[src/sv/pac_pkg.sv]
// Shared types and constants for the packet airtime calculator.
// No dependencies.
`default_nettype none
package pac_pkg;

  localparam int LEN_W     = 8;
  localparam int SF_W      = 4;
  localparam int BW_W      = 9;
  localparam int CR_W      = 3;
  localparam int PRE_W     = 16;
  localparam int SYMS_W    = 10;
  localparam int QUARTER_W = 19;
  localparam int AIR_W     = 39;

  localparam int IN_DATA_W  = 16;
  localparam int OUT_DATA_W = 72;
  localparam int CFG_ADDR_W = 3;
  localparam int CFG_DATA_W = 16;

  // first divider: (num - 1) / 4 by the effective spreading factor
  localparam int D1_RW = SF_W;
  localparam int D1_QW = 10;
  localparam int D1_SW = 1 + SF_W + 1;

  // second divider: quarter * 250 * 2^sf by bandwidth
  localparam int D2_RW = BW_W;
  localparam int D2_QW = 42;
  localparam int D2_SW = SYMS_W + QUARTER_W + 1;

  localparam logic [BW_W-1:0]   BW_LRO_KHZ = 9'd125;
  localparam logic [SF_W-1:0]   SF_LRO_MIN = 4'd11;
  localparam logic [SYMS_W-1:0] SYMS_FIXED = 10'd8;
  localparam logic [SYMS_W-1:0] SYMS_MAX   = 10'd1023;

  typedef enum logic [CFG_ADDR_W-1:0] {
    REG_BANDWIDTH = 3'd0,
    REG_CODING    = 3'd1,
    REG_CRC       = 3'd2,
    REG_IMPLICIT  = 3'd3,
    REG_LRO       = 3'd4,
    REG_PREAMBLE  = 3'd5
  } cfg_reg_t;

endpackage
`default_nettype wire

[src/sv/packet_airtime_calculator_top.sv]
// Packet airtime calculator: time on air of a chirp-spread-spectrum packet.
// Depends on pac_pkg and pac_div_chain.
//
// One packet descriptor is accepted per cycle unless the pipeline is stalled. Its
// result passes one decode stage, a 10-cell divider row for the payload block
// count, two stages for symbol count and dividend, a 42-cell divider row for the
// airtime by bandwidth, and the output register. Each stage holds a beat and
// takes a new one whenever its successor moves, so stalls fill bubbles first.
// Configuration is read live; write it only while no packet is in flight.
`default_nettype none
module packet_airtime_calculator_top (
  input  wire logic                            clk,
  input  wire logic                            rst_n,
  input  wire logic                            in_tvalid,
  output logic                                 in_tready,
  // payload_len[7:0], spreading_factor[11:8], zero pad
  input  wire logic [pac_pkg::IN_DATA_W-1:0]   in_tdata,
  output logic                                 out_tvalid,
  input  wire logic                            out_tready,
  // payload_syms[9:0], total_quarter_syms[28:10], airtime_us[67:29],
  // low_rate_used[68], zero pad
  output logic [pac_pkg::OUT_DATA_W-1:0]       out_tdata,
  input  wire logic                            cfg_wr_en,
  input  wire logic [pac_pkg::CFG_ADDR_W-1:0]  cfg_addr,
  input  wire logic [pac_pkg::CFG_DATA_W-1:0]  cfg_wdata
);

  // configuration registers
  logic [pac_pkg::BW_W-1:0]  bw_r;
  logic [pac_pkg::CR_W-1:0]  cr_r;
  logic                      crc_r;
  logic                      imp_r;
  logic                      lro_r;
  logic [pac_pkg::PRE_W-1:0] pre_r;

  always_ff @(posedge clk) begin
    if (!rst_n) begin
      bw_r  <= pac_pkg::BW_LRO_KHZ;
      cr_r  <= 3'd1;
      crc_r <= 1'b1;
      imp_r <= 1'b0;
      lro_r <= 1'b0;
      pre_r <= 16'd8;
    end else if (cfg_wr_en) begin
      case (pac_pkg::cfg_reg_t'(cfg_addr))
        pac_pkg::REG_BANDWIDTH: bw_r  <= cfg_wdata[pac_pkg::BW_W-1:0];
        pac_pkg::REG_CODING:    cr_r  <= cfg_wdata[pac_pkg::CR_W-1:0];
        pac_pkg::REG_CRC:       crc_r <= cfg_wdata[0];
        pac_pkg::REG_IMPLICIT:  imp_r <= cfg_wdata[0];
        pac_pkg::REG_LRO:       lro_r <= cfg_wdata[0];
        pac_pkg::REG_PREAMBLE:  pre_r <= cfg_wdata;
        default: ;
      endcase
    end
  end

  // decode stage
  logic [pac_pkg::LEN_W-1:0] in_len;
  logic [pac_pkg::SF_W-1:0]  in_sf, two_de, term_nxt;
  logic                      de_nxt, pos_nxt;
  logic signed [12:0]        num, num_m1;
  logic [pac_pkg::D1_QW-1:0] a_nxt;

  always_comb begin
    in_len   = in_tdata[7:0];
    in_sf    = in_tdata[11:8];
    de_nxt   = lro_r || (bw_r == pac_pkg::BW_LRO_KHZ && in_sf >= pac_pkg::SF_LRO_MIN);
    two_de   = {2'b00, de_nxt, 1'b0};
    term_nxt = (in_sf > two_de) ? 4'(in_sf - two_de) : 4'd1;
    num      = $signed({2'b00, in_len, 3'b000}) + 13'sd28
             + (crc_r ? 13'sd16 : 13'sd0)
             - $signed({7'b0, in_sf, 2'b00})
             - (imp_r ? 13'sd20 : 13'sd0);
    pos_nxt  = num > 13'sd0;
    num_m1   = num - 13'sd1;
    a_nxt    = pos_nxt ? num_m1[11:2] : '0;
  end

  logic                      s0_v_r, s0_ready, c1_in_ready;
  logic [pac_pkg::D1_QW-1:0] s0_a_r;
  logic [pac_pkg::SF_W-1:0]  s0_t_r;
  logic [pac_pkg::D1_SW-1:0] s0_side_r;

  assign s0_ready  = !s0_v_r || c1_in_ready;
  assign in_tready = s0_ready;

  always_ff @(posedge clk) begin
    if (!rst_n) begin
      s0_v_r <= 1'b0;
    end else if (s0_ready) begin
      s0_v_r <= in_tvalid;
    end
  end

  always_ff @(posedge clk) begin
    if (s0_ready && in_tvalid) begin
      s0_a_r    <= a_nxt;
      s0_t_r    <= term_nxt;
      s0_side_r <= {pos_nxt, in_sf, de_nxt};
    end
  end

  // payload block division
  logic                      c1_v, s1_ready;
  logic [pac_pkg::D1_QW-1:0] c1_q;
  logic [pac_pkg::D1_SW-1:0] c1_side;

  pac_div_chain #(.RW(pac_pkg::D1_RW), .QW(pac_pkg::D1_QW), .SW(pac_pkg::D1_SW)) u_div1 (
    .clk        (clk),
    .rst_n      (rst_n),
    .in_valid   (s0_v_r),
    .in_ready   (c1_in_ready),
    .in_dividend(s0_a_r),
    .in_div     (s0_t_r),
    .in_side    (s0_side_r),
    .out_valid  (c1_v),
    .out_ready  (s1_ready),
    .out_quot   (c1_q),
    .out_side   (c1_side)
  );

  // symbol count stage
  logic [10:0]                 blocks;
  logic [3:0]                  crp4;
  logic [14:0]                 extra;
  logic [15:0]                 sum16;
  logic [pac_pkg::SYMS_W-1:0]  syms_nxt;

  always_comb begin
    blocks   = 11'(c1_q) + 11'd1;
    crp4     = {1'b0, cr_r} + 4'd4;
    extra    = 15'(blocks) * 15'(crp4);
    sum16    = 16'(extra) + 16'(pac_pkg::SYMS_FIXED);
    if (!c1_side[5]) begin
      syms_nxt = pac_pkg::SYMS_FIXED;
    end else if (sum16 > 16'(pac_pkg::SYMS_MAX)) begin
      syms_nxt = pac_pkg::SYMS_MAX;
    end else begin
      syms_nxt = sum16[9:0];
    end
  end

  logic                       s1_v_r, s2_ready;
  logic [pac_pkg::SYMS_W-1:0] s1_syms_r;
  logic [pac_pkg::SF_W-1:0]   s1_sf_r;
  logic                       s1_de_r;

  assign s1_ready = !s1_v_r || s2_ready;

  always_ff @(posedge clk) begin
    if (!rst_n) begin
      s1_v_r <= 1'b0;
    end else if (s1_ready) begin
      s1_v_r <= c1_v;
    end
  end

  always_ff @(posedge clk) begin
    if (s1_ready && c1_v) begin
      s1_syms_r <= syms_nxt;
      s1_sf_r   <= c1_side[4:1];
      s1_de_r   <= c1_side[0];
    end
  end

  // dividend stage
  logic [pac_pkg::QUARTER_W-1:0] quarter;
  logic [26:0]                   prod;
  logic [pac_pkg::D2_QW-1:0]     dvd_nxt;
  logic [pac_pkg::BW_W-1:0]      bw_eff;

  always_comb begin
    quarter = 19'({pre_r, 2'b00}) + 19'd17 + 19'({s1_syms_r, 2'b00});
    prod    = 27'(quarter) * 27'd250;
    dvd_nxt = 42'(prod) << s1_sf_r;
    bw_eff  = (bw_r == '0) ? 9'd1 : bw_r;
  end

  logic                      s2_v_r, c2_in_ready;
  logic [pac_pkg::D2_QW-1:0] s2_dvd_r;
  logic [pac_pkg::BW_W-1:0]  s2_bw_r;
  logic [pac_pkg::D2_SW-1:0] s2_side_r;

  assign s2_ready = !s2_v_r || c2_in_ready;

  always_ff @(posedge clk) begin
    if (!rst_n) begin
      s2_v_r <= 1'b0;
    end else if (s2_ready) begin
      s2_v_r <= s1_v_r;
    end
  end

  always_ff @(posedge clk) begin
    if (s2_ready && s1_v_r) begin
      s2_dvd_r  <= dvd_nxt;
      s2_bw_r   <= bw_eff;
      s2_side_r <= {s1_de_r, quarter, s1_syms_r};
    end
  end

  // airtime division
  logic                      c2_v, o_ready;
  logic [pac_pkg::D2_QW-1:0] c2_q;
  logic [pac_pkg::D2_SW-1:0] c2_side;

  pac_div_chain #(.RW(pac_pkg::D2_RW), .QW(pac_pkg::D2_QW), .SW(pac_pkg::D2_SW)) u_div2 (
    .clk        (clk),
    .rst_n      (rst_n),
    .in_valid   (s2_v_r),
    .in_ready   (c2_in_ready),
    .in_dividend(s2_dvd_r),
    .in_div     (s2_bw_r),
    .in_side    (s2_side_r),
    .out_valid  (c2_v),
    .out_ready  (o_ready),
    .out_quot   (c2_q),
    .out_side   (c2_side)
  );

  // output register
  logic [pac_pkg::AIR_W-1:0]      air;
  logic                           out_v_r;
  logic [pac_pkg::OUT_DATA_W-1:0] out_data_r;

  assign air     = (|c2_q[41:39]) ? '1 : c2_q[38:0];
  assign o_ready = !out_v_r || out_tready;

  always_ff @(posedge clk) begin
    if (!rst_n) begin
      out_v_r <= 1'b0;
    end else if (o_ready) begin
      out_v_r <= c2_v;
    end
  end

  always_ff @(posedge clk) begin
    if (o_ready && c2_v) begin
      out_data_r <= {3'b000, c2_side[29], air, c2_side[28:0]};
    end
  end

  assign out_tvalid = out_v_r;
  assign out_tdata  = out_data_r;

endmodule
`default_nettype wire

[src/sv/pac_div_cell.sv]
// One restoring-division cell: produces one quotient bit per beat.
// Depends on nothing; used by pac_div_chain.
`default_nettype none
module pac_div_cell #(
  parameter int RW = 4,
  parameter int QW = 10,
  parameter int SW = 1
) (
  input  wire logic          clk,
  input  wire logic          rst_n,
  input  wire logic          in_valid,
  output logic               in_ready,
  input  wire logic [RW-1:0] in_rem,
  input  wire logic [QW-1:0] in_dq,
  input  wire logic [RW-1:0] in_div,
  input  wire logic [SW-1:0] in_side,
  output logic               out_valid,
  input  wire logic          out_ready,
  output logic [RW-1:0]      out_rem,
  output logic [QW-1:0]      out_dq,
  output logic [RW-1:0]      out_div,
  output logic [SW-1:0]      out_side
);

  logic          v_r;
  logic [RW-1:0] rem_r, rem_nxt;
  logic [QW-1:0] dq_r, dq_nxt;
  logic [RW-1:0] div_r;
  logic [SW-1:0] side_r;
  logic [RW:0]   rem_ext;
  logic          ge;

  always_comb begin
    rem_ext = {in_rem, in_dq[QW-1]};
    ge      = rem_ext >= {1'b0, in_div};
    rem_nxt = ge ? RW'(rem_ext - {1'b0, in_div}) : RW'(rem_ext);
    dq_nxt  = {in_dq[QW-2:0], ge};
  end

  assign in_ready = !v_r || out_ready;

  always_ff @(posedge clk) begin
    if (!rst_n) begin
      v_r <= 1'b0;
    end else if (in_ready) begin
      v_r <= in_valid;
    end
  end

  always_ff @(posedge clk) begin
    if (in_ready && in_valid) begin
      rem_r  <= rem_nxt;
      dq_r   <= dq_nxt;
      div_r  <= in_div;
      side_r <= in_side;
    end
  end

  assign out_valid = v_r;
  assign out_rem   = rem_r;
  assign out_dq    = dq_r;
  assign out_div   = div_r;
  assign out_side  = side_r;

endmodule
`default_nettype wire

[src/sv/pac_div_chain.sv]
// Row of restoring-division cells, one quotient bit per cell.
// Depends on pac_div_cell.
`default_nettype none
module pac_div_chain #(
  parameter int RW = 4,
  parameter int QW = 10,
  parameter int SW = 1
) (
  input  wire logic          clk,
  input  wire logic          rst_n,
  input  wire logic          in_valid,
  output logic               in_ready,
  input  wire logic [QW-1:0] in_dividend,
  input  wire logic [RW-1:0] in_div,
  input  wire logic [SW-1:0] in_side,
  output logic               out_valid,
  input  wire logic          out_ready,
  output logic [QW-1:0]      out_quot,
  output logic [SW-1:0]      out_side
);

  logic          v   [0:QW];
  logic          rdy [0:QW];
  logic [RW-1:0] rem [0:QW];
  logic [QW-1:0] dq  [0:QW];
  logic [RW-1:0] dv  [0:QW];
  logic [SW-1:0] sd  [0:QW];

  assign v[0]     = in_valid;
  assign in_ready = rdy[0];
  assign rem[0]   = '0;
  assign dq[0]    = in_dividend;
  assign dv[0]    = in_div;
  assign sd[0]    = in_side;

  for (genvar i = 0; i < QW; i++) begin : g_cell
    pac_div_cell #(.RW(RW), .QW(QW), .SW(SW)) u_cell (
      .clk      (clk),
      .rst_n    (rst_n),
      .in_valid (v[i]),
      .in_ready (rdy[i]),
      .in_rem   (rem[i]),
      .in_dq    (dq[i]),
      .in_div   (dv[i]),
      .in_side  (sd[i]),
      .out_valid(v[i+1]),
      .out_ready(rdy[i+1]),
      .out_rem  (rem[i+1]),
      .out_dq   (dq[i+1]),
      .out_div  (dv[i+1]),
      .out_side (sd[i+1])
    );
  end

  assign rdy[QW]   = out_ready;
  assign out_valid = v[QW];
  assign out_quot  = dq[QW];
  assign out_side  = sd[QW];

endmodule
`default_nettype wire
[config.mk]
export PLATFORM = sky130hd
export DESIGN_NAME = packet_airtime_calculator_top
export DESIGN_NICKNAME = d
export VERILOG_FILES = /design/src/sv/pac_pkg.sv /design/src/sv/packet_airtime_calculator_top.sv /design/src/sv/pac_div_cell.sv /design/src/sv/pac_div_chain.sv
export SDC_FILE = /design/constraint.sdc
export NUM_CORES = 2
export LEC_CHECK = 0
export BUFFER_PORTS_ARGS = -buffer_cell sky130_fd_sc_hd__buf_2
export CAP_MARGIN = 0
export CORE_UTILIZATION = 35
export DETAILED_ROUTE_END_ITERATION = 8
export PLACE_DENSITY = 0.62
export SETUP_SLACK_MARGIN = 0.15
export SYNTH_ARGS = -nofsm -noshare
export SYNTH_HDL_FRONTEND = slang
export SYNTH_SLANG_ARGS = --single-unit
export TNS_END_PERCENT = 1
[constraint.sdc]
create_clock -name clk -period 9.45 [get_ports clk]
set_input_delay 0.945 -clock clk [delete_from_list [all_inputs] [get_ports clk]]
set_output_delay 0.945 -clock clk [all_outputs]
set_load 0.005 [all_outputs]
==> impl_results.md <==
- Core Box Area: 437800 um2
- RD Place Congestion: 0.8292
- Post-CTS Resized: 0
- Psw: 7171 uW
- Final nets: 9662
- Sequential power share: 55.0%
- First-pass GRT wire length: 356.3 mm
- Die span in y: 665.0 um
- Hpwl dp: 145.8 mm
- CP max stage cell: a211oi_1
- Clk network pwr share: 41.1%
- Hold Crit Class: in -> reg
- Number of global-route vias before repair: 70477
- Fin crit period: 8561 ps
- Final Util: 39.83%
- PortBufs: 104
- Period utilization: 90.59%
- Clock Path Buffers: 4
- Worst-margin pin slew: 1223 ps
- Fraction of layout cells with a size suffix above 1: 9.789%
- Final-report hold violation count: 0
- CTS Hold Buffers Added: 0
- Top_reg_cell synth: edfxtp_1
- Routed len/inst: 14.43 um
- Status: completed
- Crit Path Category: reg -> reg
- Most used cell, CP: fa_1
- Slew margin rel.: 18.11%
- Lkg Pwr: 0.06000 uW
- Root buffer cell: clkbuf_16
- Area Overhead vs Synth: 13.32%
- Antenna viol nets, final: 0
- Critical path's largest stage delay: 520 ps
- Max capacitance violation total: 0
- Die footprint: 442300 um2
- Synth unique cells: 96
- Mux share of post-synthesis cell area: 1.017%
- Setup TNS: 0 ps
- Syn Area/Cell: 18.10 um2
- Most frequent cells in the layout: 4049 x edfxtp_1, 618 x inv_1, 546 x ha_1
- Post-CTS setup buffers: 0
- GRT overflow: 0
- Row cnt: 243
- Largest family of logic cells by synthesized area: adder cells
- CP Max Fanout: 8
- Register area share after synthesis: 80.15%
- Min Hold Slack: 275.3 ps
- Number of buffers created by CTS: 382
- Final Max Slew Viols: 0
- Switching Share: 19.82%
- Worst hold path stage count: 1
- Synth Area in XOR/XNOR: 1.723%
- Starting density of the core: 35.14%
- PwrDens: 207.5 nW/um2
- DR pass1 iterations: 7
- Comb power frac: 3.9%
- Synth Area in Compound Gates: 4.797%
- Fmax: 0.1168 GHz
- Commonest non-fill, non-tap cell in the layout: edfxtp_1
- DR iter-0 viols: 3903
- Synth Register Bits: 4136
- Layout Skew: 92.29 ps
- Syn Inst Count: 8503
- Residual DRC: 0
- CP Capture Type: register
- Die width: 665.0 um
- H-tree levels: 5
- DR vias: 67566
- WL final: 216.7 mm
- Post-Synth Simple-Gate Area: 4.500%
- WP data required: 10030 ps
- Initial antenna violation count: 4
- Share of flip-flops with an asynchronous set or reset: 0%
- Worst IR Drop VDD: 0.0001746 V
- Critical path launch point type: register
- Adder-cell share of the synthesized area: 5.988%
- Post-synth EDFFs: 4049
- CTS tree: built
- Internal power: 29010 uW
- Final setup violation count: 0
- Clock sink count: 4136
- Post-Synthesis Cell Area: 153900 um2
- Worst-skew pair later-pin latency: 920 ps
- Worst-case reg-to-reg path depth: 30
- RSZ-0062 raised after global routing: false
- Critical path data arrival time: 9140 ps
- Clk slew on worst S/H paths: 60 ps
- I/O Pins: 114
- Gr usage total: 9.641%
- Vias per cell: 4.500
- Synth warnings: 0
- Largest net degree at the start of global routing: 89
## per-layer routing
metal	track usage, %	wire length, um
met1	11.29	90770
met2	17.62	110600
met3	1.617	7858
met4	3.637	7469
met5	0	0
## kinds of logic (layout without fill, tap and decap cells)
family,count (synthesis),in the layout
adder cells (fa/ha/maj),665,665
multiplexers,134,134
flip-flops,4136,4136
AND/OR/NAND/NOR,1361,1361
XOR/XNOR,301,301
AO/OA/AOI/OAI,1165,1165
buffers and inverters,739,1487
other,2,8
## per-stage QoR
| stage | area [um2] | worst slack [ps] | instances | total power, uW |
|---|---|---|---|---|
| global placement | 162200 | 917.5 | 14330 | 21680 |
| CTS | 174400 | 882.8 | 15012 | 36670 |
| finish | 174400 | 889.2 | 15014 | 36190 |
| global route | 174400 | 314.8 | 15014 | 37520 |
| floorplan | 153900 | 395.1 | 8507 | 21330 |
| detailed placement | 162200 | 949.6 | 14330 | 21700 |
## sequential cells by signal, indices dropped and copies added (netlist names), 16 cells and up
| signal | flops |
|---|---|
| u_div2.g_cell.u_cell.out_rem | 369 |
| s2_side_r | 28 |
| u_div1.g_cell.u_cell.out_side | 60 |
| u_div1.g_cell.u_cell.out_dq | 100 |
| out_tdata | 67 |
| pre_r | 16 |
| u_div2.g_cell.u_cell.out_div | 369 |
| u_div2.g_cell.u_cell.out_valid | 42 |
| u_div2.g_cell.u_cell.out_dq | 1723 |
| u_div1.g_cell.u_cell.out_div | 36 |
| s2_dvd_r | 41 |
| u_div2.g_cell.u_cell.out_side | 1176 |
| u_div1.g_cell.u_cell.out_rem | 36 |
## layout make-up
| cell class | instances | area, um2 |
|---|---|---|
| Antenna cell | 2 | 5.005 |
| Sequential cell | 4136 | 123300 |
| Timing Repair Buffer | 184 | 1124 |
| Inverter | 621 | 2331 |
| Multi-Input combinational cell | 3632 | 28170 |
| Tap cell | 5757 | 7203 |
| Clock buffer | 471 | 10030 |
| Fill cell | 38727 | 263400 |
| Clock inverter | 211 | 2187 |
## worst paths after layout
kind	start	endpoint	slack, ps
setup reg to reg	s1_syms_r[1]	s2_dvd_r[26]	890
setup / recovery	s1_syms_r[1]	s2_dvd_r[26]	890
hold / removal	in_tdata[8]	s0_side_r[1]	280
hold reg to reg	u_div2.g_cell[16].u_cell.out_dq[0]	u_div2.g_cell[17].u_cell.out_dq[1]	340
## Yosys cell counts, drive strengths merged (87+ instances only)
cell type | number | share of area (%)
clkbuf | 100 | 0.24
nand2b | 159 | 0.65
a21o | 240 | 1.2
nand4 | 103 | 0.42
fa | 119 | 1.5
xnor2 | 230 | 1.3
nand2 | 188 | 0.46
nor2 | 449 | 1.1
inv | 619 | 1.5
mux2 | 89 | 0.65
ha | 546 | 4.4
a21oi | 456 | 1.5
dfxtp | 87 | 1.1
edfxtp | 4049 | 79
o21ai | 171 | 0.56
nor2b | 217 | 0.89
## worst max-delay path, delay by kind of cell, from the launching register on
family / cells / cell delay, ps
DFF: 1 / 420
and+or+nand+nor: 4 / 590
adders and majority gates: 8 / 3150
xor gates and xnor gates: 2 / 650
muxes: 2 / 700
AOI/OAI and AO/OA: 10 / 2520
buffers and inverters: 4 / 240
## power by group through the flow
stage               Sequential [uW]  Combinational, uW  Clock [uW]
finish                        19900               1420       14900
global route                  19900               1580       16100
detailed placement            20300               1420           0
floorplan                     20300               1060           0
CTS                           19900               1430       15400
global placement              20300               1400           0
Note: power is estimated with default switching activity, not from simulation.
